[config.mk]
export PLATFORM = sky130hd
export DESIGN_NAME = hid_report_tx_queue
export DESIGN_NICKNAME = d
export VERILOG_FILES = /design/src/hdl/hrtq_pkg.sv /design/src/hdl/hid_report_tx_queue.sv /design/src/hdl/hrtq_ram.sv /design/src/hdl/hrtq_ctrl.sv
export SDC_FILE = /design/constraint.sdc
export NUM_CORES = 2
export LEC_CHECK = 0
export ABC_AREA = 0
export BUFFER_PORTS_ARGS = -buffer_cell sky130_fd_sc_hd__buf_2
export CORE_ASPECT_RATIO = 2
export CORE_MARGIN = 2
export CORE_UTILIZATION = 40
export DETAILED_ROUTE_END_ITERATION = 10
export PLACE_DENSITY = 0.53
export RECOVER_POWER = 50
export SYNTH_ARGS = -nofsm -noshare
export SYNTH_HDL_FRONTEND = slang
export SYNTH_MEMORY_MAX_BITS = 65536
export SYNTH_SLANG_ARGS = --single-unit
[constraint.sdc]
create_clock -name clk -period 10.6 [get_ports clk]
set_input_delay 2.12 -clock clk [delete_from_list [all_inputs] [get_ports clk]]
set_output_delay 2.12 -clock clk [all_outputs]
set_load 0.01 [all_outputs]
[src/hdl/hrtq_pkg.sv]
`default_nettype none
package hrtq_pkg;

  // Queue geometry
  localparam int QUEUE_DEPTH        = 16;
  localparam int DEBUG_REPORT_BYTES = 32;
  localparam int SLOT_WORDS         = (DEBUG_REPORT_BYTES + 7) / 8;
  localparam int PTR_W  = $clog2(QUEUE_DEPTH);
  localparam int CNT_W  = $clog2(QUEUE_DEPTH + 1);
  localparam int WI_W   = (SLOT_WORDS > 1) ? $clog2(SLOT_WORDS) : 1;
  localparam int PAY_DEPTH = QUEUE_DEPTH * SLOT_WORDS;
  localparam int ADDR_W = $clog2(PAY_DEPTH);

  // Fixed ids and lengths
  localparam logic [2:0] MACRO_ID     = 3'd2;
  localparam logic [6:0] MACRO_LEN    = 7'd8;
  localparam logic [2:0] MOTION_ID    = 3'd3;
  localparam logic [63:0] MOTION_MASK = 64'hFFFF_FFFF_0000_00FF;

  typedef enum logic [3:0] {
    OP_LINK     = 4'd0,
    OP_SYNC     = 4'd1,
    OP_START    = 4'd2,
    OP_RESET    = 4'd3,
    OP_ENQUEUE  = 4'd4,
    OP_MACRO    = 4'd5,
    OP_PENDING  = 4'd6,
    OP_DISCARD  = 4'd7,
    OP_CLEAR    = 4'd8,
    OP_TRANSMIT = 4'd9,
    OP_COMPLETE = 4'd10,
    OP_FAIL     = 4'd11
  } opcode_t;

  typedef enum logic [0:0] {
    CFG_DEBUG_ID = 1'b0,
    CFG_RESERVED = 1'b1
  } cfg_index_t;

  typedef enum logic [1:0] {
    ST_IDLE,
    ST_EXEC,
    ST_RESP,
    ST_TXRD
  } ctrl_state_t;

  typedef struct packed {
    logic [3:0]  opcode;
    logic [7:0]  rpt_id;
    logic [7:0]  rpt_len;
    logic [2:0]  word_index;
    logic [63:0] data_word;
    logic        last_word;
    logic        link_connected;
    logic        link_suspended;
    logic        report_is_input;
    logic        endpoint_ready;
    logic        endpoint_accepted;
  } in_item_t;

  typedef struct packed {
    logic        accepted;
    logic        link_ready;
    logic        pending_found;
    logic        tx_valid;
    logic [2:0]  tx_report_id;
    logic [6:0]  tx_length;
    logic [2:0]  tx_word_index;
    logic [63:0] tx_word;
    logic        last_result;
    logic [4:0]  queue_count;
    logic        busy_flag;
    logic        retry_flag;
  } out_item_t;

  // Fixed byte length per report id
  function automatic logic [6:0] fixed_length(input logic [2:0] id);
    logic [6:0] len;
    unique case (id)
      3'd1:    len = 7'(DEBUG_REPORT_BYTES);
      3'd2:    len = 7'd8;
      3'd3:    len = 7'd4;
      3'd4:    len = 7'd1;
      default: len = 7'd0;
    endcase
    return len;
  endfunction

endpackage
`default_nettype wire

[src/hdl/hid_report_tx_queue.sv]
// HID report transmit queue.
// Input channel in_valid/in_ready/in_data carries one command beat (link change,
// owner control, enqueue word, macro, pending query, motion discard, clear,
// transmit, complete, fail). Output channel out_valid/out_ready/out_data returns
// the results: one status beat per command, or one beat per payload word for a
// transmit the endpoint accepted (up to four words, last_result on the final).
// cfg_we/cfg_index/cfg_data write the debug report id and reserved slot count.
// One command is handled at a time: accept, execute, then the result beats.
// A transmit's payload words are paced by the payload memory's one registered
// read port, one word per cycle while the output register is not stalled.
// Results pass through an output register, so a command is accepted while the
// previous result beat still waits there.
// Reset clears pointers, counts, link and owner state; payload and slot
// memories need no clearing. When out_ready is low the output register holds
// its beat; the controller stalls on its result, in_ready low, until it drains.
`default_nettype none
module hid_report_tx_queue
  import hrtq_pkg::*;
(
  input  wire logic       clk,
  input  wire logic       rst_n,
  input  wire logic       in_valid,
  output logic            in_ready,
  input  wire in_item_t   in_data,
  output logic            out_valid,
  input  wire logic       out_ready,
  output out_item_t       out_data,
  input  wire logic       cfg_we,
  input  wire logic [0:0] cfg_index,
  input  wire logic [3:0] cfg_data
);

  logic      res_valid, res_ready;
  out_item_t res_data;
  logic      out_valid_r;
  out_item_t out_data_r;

  hrtq_ctrl u_ctrl (
    .clk      (clk),
    .rst_n    (rst_n),
    .in_valid (in_valid),
    .in_ready (in_ready),
    .in_data  (in_data),
    .res_valid(res_valid),
    .res_ready(res_ready),
    .res_data (res_data),
    .cfg_we   (cfg_we),
    .cfg_index(cfg_index),
    .cfg_data (cfg_data)
  );

  // Load output register when empty or draining
  assign res_ready = ~out_valid_r | out_ready;

  always_ff @(posedge clk) begin
    if (!rst_n) begin
      out_valid_r <= 1'b0;
    end else if (res_ready) begin
      out_valid_r <= res_valid;
    end
  end

  always_ff @(posedge clk) begin
    if (res_ready && res_valid) begin
      out_data_r <= res_data;
    end
  end

  assign out_valid = out_valid_r;
  assign out_data  = out_data_r;

endmodule
`default_nettype wire

[src/hdl/hrtq_ram.sv]
`default_nettype none
module hrtq_ram #(
  parameter int DEPTH = 64,
  parameter int WIDTH = 64,
  parameter int AW    = $clog2(DEPTH)
) (
  input  wire logic             clk,
  input  wire logic             we,
  input  wire logic [AW-1:0]    waddr,
  input  wire logic [WIDTH-1:0] wdata,
  input  wire logic             re,
  input  wire logic [AW-1:0]    raddr,
  output logic      [WIDTH-1:0] rdata_r
);

  logic [WIDTH-1:0] mem [DEPTH];

  // Write port
  always_ff @(posedge clk) begin
    if (we) begin
      mem[waddr] <= wdata;
    end
  end

  // Registered read, hold when idle
  always_ff @(posedge clk) begin
    if (re) begin
      rdata_r <= mem[raddr];
    end
  end

endmodule
`default_nettype wire

[src/hdl/hrtq_ctrl.sv]
`default_nettype none
module hrtq_ctrl
  import hrtq_pkg::*;
(
  input  wire logic      clk,
  input  wire logic      rst_n,
  input  wire logic      in_valid,
  output logic           in_ready,
  input  wire in_item_t  in_data,
  output logic           res_valid,
  input  wire logic      res_ready,
  output out_item_t      res_data,
  input  wire logic      cfg_we,
  input  wire logic [0:0] cfg_index,
  input  wire logic [3:0] cfg_data
);

  ctrl_state_t state_r, state_nxt;
  in_item_t    item_r;

  logic [PTR_W-1:0] head_r, head_nxt;
  logic [CNT_W-1:0] count_r, count_nxt;
  logic flight_r, flight_nxt;
  logic [2:0] fid_r, fid_nxt;
  logic mounted_r, mounted_nxt, sleeping_r, sleeping_nxt;
  logic started_r, started_nxt, active_r, active_nxt;
  logic stale_r, stale_nxt, retry_r, retry_nxt, open_r, open_nxt;
  logic acc_r, acc_nxt, found_r, found_nxt;
  logic [2:0] dbg_id_r;
  logic [3:0] rsv_r;

  // Slot metadata
  logic [2:0] sid_r  [QUEUE_DEPTH];
  logic [6:0] slen_r [QUEUE_DEPTH];
  logic [SLOT_WORDS-1:0] wmask_r [QUEUE_DEPTH];
  logic [QUEUE_DEPTH-1:0] zap_r;

  // Transfer in progress
  logic [PTR_W-1:0] tslot_r, tslot_nxt;
  logic [2:0] tid_r, tid_nxt;
  logic [6:0] tlen_r, tlen_nxt;
  logic [3:0] tn_r, tn_nxt, ti_r, ti_nxt;

  logic adm_we, wr_we;
  logic [PTR_W-1:0] adm_slot, wr_slot;
  logic [2:0] adm_id;
  logic [6:0] adm_len;
  logic [WI_W-1:0] wr_widx;
  logic [QUEUE_DEPTH-1:0] zap_set, in_q;

  logic ram_we, ram_re;
  logic [ADDR_W-1:0] ram_waddr, ram_raddr;
  logic [63:0] ram_wdata, ram_rdata;

  logic link_ok, ok, hit;
  logic [PTR_W-1:0] tail;
  logic [PTR_W:0] tail_sum, head_inc;
  logic [CNT_W-1:0] limit;
  logic [2:0] in_id3;
  logic [6:0] hlen;
  logic [3:0] n_words;
  logic [63:0] tx_w;

  hrtq_ram #(.DEPTH(PAY_DEPTH), .WIDTH(64)) u_pay (
    .clk    (clk),
    .we     (ram_we),
    .waddr  (ram_waddr),
    .wdata  (ram_wdata),
    .re     (ram_re),
    .raddr  (ram_raddr),
    .rdata_r(ram_rdata)
  );

  assign link_ok = active_r & mounted_r & ~sleeping_r & ~retry_r & ~stale_r;
  assign in_ready = (state_r == ST_IDLE);

  // Tail slot and head advance with wrap
  always_comb begin
    tail_sum = (PTR_W+1)'(head_r) + (PTR_W+1)'(count_r);
    if (tail_sum >= (PTR_W+1)'(QUEUE_DEPTH)) begin
      tail_sum = tail_sum - (PTR_W+1)'(QUEUE_DEPTH);
    end
    tail = tail_sum[PTR_W-1:0];
    head_inc = (PTR_W+1)'(head_r) + (PTR_W+1)'(1);
    if (head_inc >= (PTR_W+1)'(QUEUE_DEPTH)) begin
      head_inc = '0;
    end
  end

  // Mark slots holding committed entries
  always_comb begin
    for (int s = 0; s < QUEUE_DEPTH; s++) begin
      if (s >= int'(head_r)) begin
        in_q[s] = (s - int'(head_r)) < int'(count_r);
      end else begin
        in_q[s] = (s + QUEUE_DEPTH - int'(head_r)) < int'(count_r);
      end
    end
  end

  // Admission terms
  assign in_id3 = item_r.rpt_id[2:0];
  assign limit  = (int'(rsv_r) >= QUEUE_DEPTH) ? '0 : CNT_W'(QUEUE_DEPTH - int'(rsv_r));
  assign ok = (item_r.rpt_id >= 8'd1) && (item_r.rpt_id <= 8'd4) &&
              (item_r.rpt_len == {1'b0, fixed_length(in_id3)}) && link_ok &&
              (int'(count_r) < QUEUE_DEPTH) &&
              !((item_r.rpt_id == {5'd0, dbg_id_r}) && (count_r >= limit));
  assign hlen = slen_r[head_r];
  assign n_words = (({1'b0, hlen} + 8'd7) >> 3) > 8'(SLOT_WORDS) ?
                   4'(SLOT_WORDS) : 4'(({1'b0, hlen} + 8'd7) >> 3);

  // Pending search over the in-flight report and queued slots
  always_comb begin
    hit = flight_r && ({5'd0, fid_r} == item_r.rpt_id);
    for (int s = 0; s < QUEUE_DEPTH; s++) begin
      if (in_q[s] && ({5'd0, sid_r[s]} == item_r.rpt_id)) begin
        hit = 1'b1;
      end
    end
  end

  // Mask the word being sent
  always_comb begin
    tx_w = ram_rdata;
    if (!wmask_r[tslot_r][ti_r[WI_W-1:0]]) begin
      tx_w = '0;
    end
    if (ti_r == 4'd0 && zap_r[tslot_r]) begin
      tx_w = tx_w & MOTION_MASK;
    end
    for (int b = 0; b < 8; b++) begin
      if (int'(ti_r) * 8 + b >= int'(tlen_r)) begin
        tx_w[b*8 +: 8] = 8'd0;
      end
    end
  end

  // Next state and step execution
  always_comb begin
    state_nxt = state_r;
    head_nxt = head_r;  count_nxt = count_r;
    flight_nxt = flight_r;  fid_nxt = fid_r;
    mounted_nxt = mounted_r;  sleeping_nxt = sleeping_r;
    started_nxt = started_r;  active_nxt = active_r;
    stale_nxt = stale_r;  retry_nxt = retry_r;  open_nxt = open_r;
    acc_nxt = acc_r;  found_nxt = found_r;
    tslot_nxt = tslot_r;  tid_nxt = tid_r;  tlen_nxt = tlen_r;
    tn_nxt = tn_r;  ti_nxt = ti_r;
    adm_we = 1'b0;  adm_slot = tail;  adm_id = in_id3;  adm_len = item_r.rpt_len[6:0];
    wr_we = 1'b0;  wr_slot = tail;  wr_widx = item_r.word_index[WI_W-1:0];
    zap_set = '0;
    ram_we = 1'b0;
    ram_waddr = ADDR_W'(int'(tail) * SLOT_WORDS + int'(item_r.word_index));
    ram_wdata = item_r.data_word;
    ram_re = 1'b0;
    ram_raddr = ADDR_W'(int'(tslot_r) * SLOT_WORDS + int'(ti_r));
    res_valid = 1'b0;
    res_data = '0;
    res_data.link_ready  = link_ok;
    res_data.queue_count = 5'(count_r);
    res_data.busy_flag   = flight_r;
    res_data.retry_flag  = retry_r;

    unique case (state_r)
      ST_IDLE: begin
        if (in_valid) begin
          state_nxt = ST_EXEC;
        end
      end
      ST_EXEC: begin
        acc_nxt = 1'b0;
        found_nxt = 1'b0;
        state_nxt = ST_RESP;
        unique case (opcode_t'(item_r.opcode))
          OP_LINK: begin
            mounted_nxt = item_r.link_connected;
            sleeping_nxt = item_r.link_suspended;
            stale_nxt = 1'b1;
            head_nxt = '0;  count_nxt = '0;  open_nxt = 1'b0;
            flight_nxt = 1'b0;
          end
          OP_SYNC: begin
            stale_nxt = 1'b0;
            active_nxt = mounted_r & ~sleeping_r & started_r;
            retry_nxt = 1'b0;
          end
          OP_START: begin
            started_nxt = 1'b1;
            stale_nxt = 1'b0;
            active_nxt = mounted_r & ~sleeping_r;
            retry_nxt = 1'b0;
          end
          OP_RESET: begin
            started_nxt = 1'b0;
            active_nxt = 1'b0;
            stale_nxt = 1'b1;
          end
          OP_ENQUEUE: begin
            if (open_r || ok) begin
              adm_we = ~open_r;
              acc_nxt = 1'b1;
              open_nxt = 1'b1;
              if (int'(item_r.word_index) < SLOT_WORDS) begin
                wr_we = 1'b1;
                ram_we = 1'b1;
              end
              if (item_r.last_word) begin
                count_nxt = count_r + CNT_W'(1);
                open_nxt = 1'b0;
              end
            end
          end
          OP_MACRO: begin
            if (link_ok && count_r == '0 && !flight_r && !open_r) begin
              adm_we = 1'b1;  adm_slot = head_r;  adm_id = MACRO_ID;  adm_len = MACRO_LEN;
              wr_we = 1'b1;  wr_slot = head_r;  wr_widx = '0;
              ram_we = 1'b1;
              ram_waddr = ADDR_W'(int'(head_r) * SLOT_WORDS);
              count_nxt = CNT_W'(1);
              acc_nxt = 1'b1;
            end
          end
          OP_PENDING: found_nxt = hit;
          OP_DISCARD: begin
            for (int s = 0; s < QUEUE_DEPTH; s++) begin
              zap_set[s] = in_q[s] && (sid_r[s] == MOTION_ID);
            end
          end
          OP_CLEAR: begin
            head_nxt = '0;  count_nxt = '0;  open_nxt = 1'b0;
          end
          OP_TRANSMIT: begin
            if (mounted_r && !sleeping_r && !flight_r && count_r != '0 &&
                item_r.endpoint_ready) begin
              head_nxt = head_inc[PTR_W-1:0];
              count_nxt = count_r - CNT_W'(1);
              flight_nxt = 1'b1;
              fid_nxt = sid_r[head_r];
              if (item_r.endpoint_accepted) begin
                tslot_nxt = head_r;  tid_nxt = sid_r[head_r];  tlen_nxt = hlen;
                tn_nxt = n_words;  ti_nxt = '0;
                if (n_words != 4'd0) begin
                  ram_re = 1'b1;
                  ram_raddr = ADDR_W'(int'(head_r) * SLOT_WORDS);
                  state_nxt = ST_TXRD;
                end
              end else begin
                flight_nxt = 1'b0;
                head_nxt = '0;  count_nxt = '0;  open_nxt = 1'b0;
                retry_nxt = 1'b1;
              end
            end
          end
          OP_COMPLETE: flight_nxt = 1'b0;
          OP_FAIL: begin
            if (item_r.report_is_input) begin
              flight_nxt = 1'b0;
              head_nxt = '0;  count_nxt = '0;  open_nxt = 1'b0;
              retry_nxt = 1'b1;
            end
          end
          default: begin
          end
        endcase
      end
      ST_RESP: begin
        res_valid = 1'b1;
        res_data.accepted = acc_r;
        res_data.pending_found = found_r;
        res_data.last_result = 1'b1;
        if (res_ready) begin
          state_nxt = ST_IDLE;
        end
      end
      ST_TXRD: begin
        res_valid = 1'b1;
        res_data.tx_valid = 1'b1;
        res_data.tx_report_id = tid_r;
        res_data.tx_length = tlen_r;
        res_data.tx_word_index = ti_r[2:0];
        res_data.tx_word = tx_w;
        res_data.last_result = (ti_r + 4'd1 == tn_r);
        if (res_ready) begin
          ti_nxt = ti_r + 4'd1;
          if (ti_r + 4'd1 == tn_r) begin
            state_nxt = ST_IDLE;
          end else begin
            ram_re = 1'b1;
            ram_raddr = ADDR_W'(int'(tslot_r) * SLOT_WORDS + int'(ti_r) + 1);
          end
        end
      end
      default: state_nxt = ST_IDLE;
    endcase
  end

  // State register
  always_ff @(posedge clk) begin
    if (!rst_n) begin
      state_r <= ST_IDLE;
    end else begin
      state_r <= state_nxt;
    end
  end

  // Control and link state
  always_ff @(posedge clk) begin
    if (!rst_n) begin
      head_r <= '0;  count_r <= '0;  flight_r <= 1'b0;  fid_r <= '0;
      mounted_r <= 1'b0;  sleeping_r <= 1'b0;  started_r <= 1'b0;  active_r <= 1'b0;
      stale_r <= 1'b0;  retry_r <= 1'b0;  open_r <= 1'b0;
      acc_r <= 1'b0;  found_r <= 1'b0;
      dbg_id_r <= 3'd1;  rsv_r <= 4'd3;
    end else begin
      head_r <= head_nxt;  count_r <= count_nxt;  flight_r <= flight_nxt;  fid_r <= fid_nxt;
      mounted_r <= mounted_nxt;  sleeping_r <= sleeping_nxt;
      started_r <= started_nxt;  active_r <= active_nxt;
      stale_r <= stale_nxt;  retry_r <= retry_nxt;  open_r <= open_nxt;
      acc_r <= acc_nxt;  found_r <= found_nxt;
      if (cfg_we) begin
        unique case (cfg_index_t'(cfg_index))
          CFG_DEBUG_ID: dbg_id_r <= cfg_data[2:0];
          CFG_RESERVED: rsv_r <= cfg_data;
          default: begin
          end
        endcase
      end
    end
  end

  // Item and transfer payload registers
  always_ff @(posedge clk) begin
    if (in_valid && in_ready) begin
      item_r <= in_data;
    end
    tslot_r <= tslot_nxt;  tid_r <= tid_nxt;  tlen_r <= tlen_nxt;
    tn_r <= tn_nxt;  ti_r <= ti_nxt;
  end

  // Slot metadata writes; an admission clears the word mask but for the word it stores
  always_ff @(posedge clk) begin
    if (adm_we) begin
      sid_r[adm_slot] <= adm_id;
      slen_r[adm_slot] <= adm_len;
      wmask_r[adm_slot] <= wr_we ? (SLOT_WORDS'(1) << wr_widx) : '0;
      zap_r[adm_slot] <= 1'b0;
    end else if (wr_we) begin
      wmask_r[wr_slot][wr_widx] <= 1'b1;
    end
    for (int s = 0; s < QUEUE_DEPTH; s++) begin
      if (zap_set[s]) begin
        zap_r[s] <= 1'b1;
      end
    end
  end

endmodule
`default_nettype wire
; Yosys cells after proc, flatten, opt, wreduce, memory -nomap -nowiden
; Memories as Yosys holds them, arrays and structs flattened. A register that Yosys moved wholly into a read port is not among the register bits.
; Index checks and enable logic that the tools add are counted.
[totals]
register_bits = 252
output_inout_bits = 91
elab_cells = 532
memories = 4
input_bits = 103
mem_bits_rw = 4320
[op_classes]
reduce_logical = 99
eq_ne = 67
mux = 155
shift = 1
add_sub_neg = 49
magnitude_cmp = 68
bitwise = 21
[mem_list]
columns = name, words, width, rd, rd_clocked_by_memory_dff, write_ports, line
row1 = u_ctrl.u_pay.mem, 64, 64, 1, 1, 1, hrtq_ram.sv:16  ; logic [WIDTH-1:0] mem [DEPTH];
row2 = u_ctrl.slen_r, 16, 7, 1, 1, 1, hrtq_ctrl.sv:34  ; logic [6:0] slen_r [QUEUE_DEPTH];
row3 = u_ctrl.wmask_r, 16, 4, 1, 1, 1, hrtq_ctrl.sv:35  ; logic [SLOT_WORDS-1:0] wmask_r [QUEUE_DEPTH];
row4 = u_ctrl.sid_r, 16, 3, 17, 1, 1, hrtq_ctrl.sv:33  ; logic [2:0] sid_r [QUEUE_DEPTH];
[op_table]
columns = op, count
row1 = $lt 32x6->1, 31
row2 = $ge 32x8->1, 7
row3 = $eq 3x8->1, 17
row4 = $sub 5x4->6 const A, 15
row5 = $mux 4, 20
row6 = $mux 78, 1
row7 = $mux 1, 70
row8 = $mux 64, 1
row9 = $mux 8, 8
row10 = $eq 3x2->1 const B, 18
row11 = $mux 6, 9
row12 = $logic_and 1x1->1, 51
row13 = $add 7x3->8 const B, 5
row14 = $sub 4x4->5 const A, 8
row15 = $mux 16, 2
row16 = $mux 32, 1
row17 = $mux 5, 6
row18 = $ge 4x4->1 const A, 7
row19 = $pmux 5 s5, 1
row20 = $pmux 6 s4, 1
row21 = $mux 7, 3
row22 = $mux 2, 10
row23 = $reduce_or 2->1, 10
row24 = $sub 3x4->5 const A, 4
row25 = other kinds (76), 154

; Logic depth before layout (Yosys ltp)
[depth]
word_depth = 21
depth_mapped = 20
mapped_depth_nobuf = 15

; Hierarchy
; From an unflattened synthesis, not the netlist that was laid out.
[unflattened]
cells_unflattened = 8481
area_unflattened_um2 = 180092.7
[by_module_without_submodules]
columns = module, cells_per_inst, seq_area_each_um2, area_each_um2, instances
row1 = hrtq_ram, 6812, 124919.8, 157528.6, 1
row2 = hrtq_ctrl, 1575, 11280.8, 19834.0, 1
row3 = hid_report_tx_queue, 94, 2692.6, 2730.1, 1

; Least setup slack after synthesis
; No wires, ideal clock.
[synth_timing]
path_kind = register to register
startpoint = reg u_ctrl.count_r[0]
endpoint = mem u_ctrl.u_pay.mem[0][0], enable pin
synth_period_minus_slack_ns = 8.255
required_time_ns = 10.113
setup_time_ns = 0.487
path_slack_ns = 2.345
arrival_time_ns = 7.768
path_stages_with_launch = 14
path_buffers = 0
cell_sequence = dfxtp_1 > inv_1 > ha_1 > nand2b_1 > a21o_1 > a21o_1 > a21o_1 > a21o_1 > a211oi_1 > o21ai_0 > or4_1 > a2111oi_0 > nand2_1 > nor2_1
[synth_between]
elab_chain_len = 10
word_cells_on_any_way = 25
cone_classes = add/sub (3) / order compare (3) / mux (10) / reduce/logical (9)
[synth_lines]
columns = element, line
row1 = from (decl), hrtq_ctrl.sv:22  ; logic [CNT_W-1:0] count_r, count_nxt;
row2 = from (signal assigned), hrtq_ctrl.sv:315  ; head_r <= head_nxt; count_r <= count_nxt; flight_r <= flight_nxt; fid_r <= fid_nxt;
row3 = branches (longest 10 deep; another with $add 6x3->6), n/a
row4 = to (decl), hrtq_ram.sv:16
; Several ways; the timed one is not identified.

==> results.yml <==
outcome:
  outcome: "finished with violations"
  violations: "max-capacitance violations, max-slew violations"
worst_setup_path:
  cp_max_fo: 31
  r2r-end: "u_ctrl.u_pay.rdata_r[61]$_DFFE_PP_"
  reg2reg_depth: 14
  cp-end-kind: "register"
  crit_required_ns: 11.37
  critPathCapture: "u_ctrl.u_pay.rdata_r[61]$_DFFE_PP_"
  cp-start-kind: "register"
  crit_type: "reg -> reg"
  rrSetupSlack_ns: 2.00
  cp_data_arrival_time_ns: 9.37
floorplan:
  die_area_um2: 467000
  row_count: 352
  die_h_um: 964
  core-area_um2: 459000
  ios: 194
  die_w_um: 484
  start_util_pct: 40.2
min_path:
  min_from: "u_ctrl.zap_r[4]$_SDFFE_PP1P_"
  hp-class: "reg -> reg"
  worstHoldPathCells: 2
routing:
  num_vias: 119204
  viasPerCell: 5.85
  drc_errors: 0
  drtIter0Drc: 14046
  routed_wl_um: 669000
  ant_nets: 0
  avgRoutedWirePerCell_um: 32.8
  drtPass1Iterations: 6
grt:
  grt_antenna_before_repair: 77
  track_usage_pct: 28.0
  grt_pass1_vias: 115244
  grt_pass1_wl_um: 918000
  overflow: 0
  grt_max_degree: 165
sta:
  fin_crit_sh_pct: 81.1
  setup-violations-final: 0
  fin_skew_ns: 0.0919
  layout_setup_ws_ns: 2.00
  rsz0062_at_grt: "no"
  hold_violations: 0
  relSlewSlack_pct: -340
  holdWs_ns: 0.465
  fin_crit_ns: 8.60
  slew_violations: 4436
  fmax_ghz: 0.116
  fin_setup_tns_ns: 0
  worst_slew_pin_slew_ns: 6.59
cells_and_area:
  layout.nets: 14010
  final_cell_area_um2: 207000
  utilization_pct: 45.1
  final_cells: 20384
  area_growth_pct: 12.4
  nFillCells: 41072
  layout-drive-gt1-share_pct: 8.52
cts:
  holdBufCountCts: 0
  cts.clk_slew.worst_paths_ns: 0.07
  cts_buffers: 421
  cts_resized: 0
  htree_levels: 5
  cts_tree: "done"
  clk_latency_ns: 1.00
  cts_buffer_depth: 4
  post_cts_buffers: 0
  clock_sinks: 4644
  root_buffer: "clkbuf_16"
placement:
  gp_congestion: 0.856
  hpwlAfterDp_um: 371000
  dp_slack_ns: 3.19
  place_inst: 19391
  placed_area_um2: 194000
  io_buffers: 193
logic_synthesis:
  synthCells: 13631
  synth-edff-count: 4588
  avgSynthCellArea_um2: 13.5
  ys_types: 86
  synth_area_um2: 184000
  synth_ff_type: "edfxtp_1"
  synth_fp_nets: 13845
  async_flop_share_pct: 0
  yosys_warnings: 0
  yosysSeqAreaShare_pct: 75.3
  yosys_register_bits: 4644
power_and_ir_drop:
  fin_total_pwr_mw: 37.2
  irDropWorstVdd_uv: 133
  power_density_nw_per_um2: 179
  p_leak_nw: 69.6
job:
  cap_viol_max_count: 73
[worst min-delay path by stage]
stage	endpoint	slack, ns
finish	u_ctrl.zap_r[4]$_SDFFE_PP1P_	0.46
global route	u_ctrl.zap_r[4]$_SDFFE_PP1P_	0.48
CTS	u_ctrl.zap_r[4]$_SDFFE_PP1P_	0.46
detailed placement	u_ctrl.zap_r[4]$_SDFFE_PP1P_	0.46
global placement	u_ctrl.zap_r[4]$_SDFFE_PP1P_	0.45
floorplan	u_ctrl.found_r$_SDFFE_PN0P_	0.43
[worst max-delay path: stages, from the launching register on]
cell,delay [ns]
dfxtp_1,1.25
clkbuf_1,1.17
mux4_2,0.64
a22oi_1,0.22
nand3_1,0.27
or4_1,0.77
o211ai_1,0.39
nand4_4,0.50
buf_4,0.50
nor4_4,0.72
buf_4,0.42
buf_4,0.61
a22oi_1,0.24
nand4_1,0.35
or3_1,0.22
[cell usage after synthesis (14+ instances only)]
cell type	instances	area share [%]
or3_1	50	0.17
a21o_1	29	0.12
xor2_1	24	0.11
a221oi_1	107	0.51
nor3_1	57	0.15
nand3_1	1350	3.7
o22ai_1	27	0.092
o31ai_1	15	0.061
clkbuf_1	486	0.99
nor2_1	230	0.47
inv_1	64	0.13
and2_1	78	0.26
buf_1	122	0.25
and3_1	372	1.3
xnor2_1	53	0.25
o21ai_0	145	0.39
mux4_2	69	0.84
mux2i_1	74	0.40
a311oi_1	59	0.28
nor2b_1	14	0.047
dfxtp_1	56	0.61
nor4_1	15	0.051
edfxtp_1	4588	75
nand2_1	3707	7.5
a22o_1	39	0.19
nand2b_1	17	0.058
buf_2	226	0.61
o41ai_1	18	0.085
a21oi_1	586	1.6
a31oi_1	261	0.89
nand4_1	148	0.50
mux2_2	18	0.11
ha_1	109	0.74
a211oi_1	87	0.35
a22oi_1	176	0.72
[power by group]
group          switching [mW]  internal [mW]
clock network            6.94           8.25
registers              0.0391           20.4
logic                    1.26          0.349
[cell type report]
class | count | area [µm²] | area share, %
Clock inverter | 242 | 2240 | 1.08
Antenna cell | 245 | 613 | 0.296
Inverter | 69 | 259 | 0.125
Multi-Input combinational cell | 8068 | 42500 | 20.5
Sequential cell | 4644 | 139000 | 67.0
Clock buffer | 506 | 11000 | 5.30
Tap cell | 6018 | 7530 | 3.63
Timing Repair Buffer | 592 | 4350 | 2.10
[registers in the layout, indices dropped and copies added (netlist names), 4 cells and up, named ones only]
signal	count
u_ctrl.ti_r	4
u_ctrl.item_r	26
u_ctrl.rsv_r	4
u_ctrl.tlen_r	7
u_ctrl.u_pay.rdata_r	64
u_ctrl.count_r	5
u_ctrl.tslot_r	4
u_ctrl.tn_r	4
out_data	89
u_ctrl.sid_r	48
u_ctrl.ram_wdata	64
u_ctrl.wmask_r	64
u_ctrl.u_pay.mem	4096
u_ctrl.head_r	4
u_ctrl.slen_r	112
u_ctrl.zap_r	16
[kinds of logic (layout without fill, tap and decap cells)]
group                    Yosys count  count (layout)  share of synthesized area (%)
AND/OR/NAND/NOR                 6097            6097                           14.5
flip-flops                      4644            4644                           75.3
AO/OA/AOI/OAI                   1618            1618                           5.61
buffers and inverters            919            1409                           2.08
multiplexers                     161             161                           1.35
adder cells (fa/ha/maj)          111             111                          0.761
XOR/XNOR                          80              80                          0.403
other                              1             246                        0.00203
[layer usage]
| metal | GRT usage (%) | routed length (µm) | up-vias |
|---|---|---|---|
| met5 | 0 | 130 | - |
| met4 | 17.8 | 44000 | 22 |
| met3 | 3.42 | 43900 | 1402 |
| met2 | 50.2 | 349000 | 5349 |
| met1 | 31.5 | 231000 | 61406 |
| li1 | - | - | 51025 |
[layout by cell type, fill, tap and decap left out, types with 159 or more instances in the layout]
| master | instances |
|---|---|
| clkbuf_16 | 426 |
| a21oi_1 | 582 |
| diode_2 | 245 |
| nor2_1 | 159 |
| edfxtp_1 | 4588 |
| buf_4 | 254 |
| clkbuf_1 | 258 |
| and3_1 | 372 |
| a22oi_1 | 176 |
| nand2_1 | 3706 |
| nand3_1 | 1350 |
| a31oi_1 | 258 |
(Power assumes the default switching activity.)
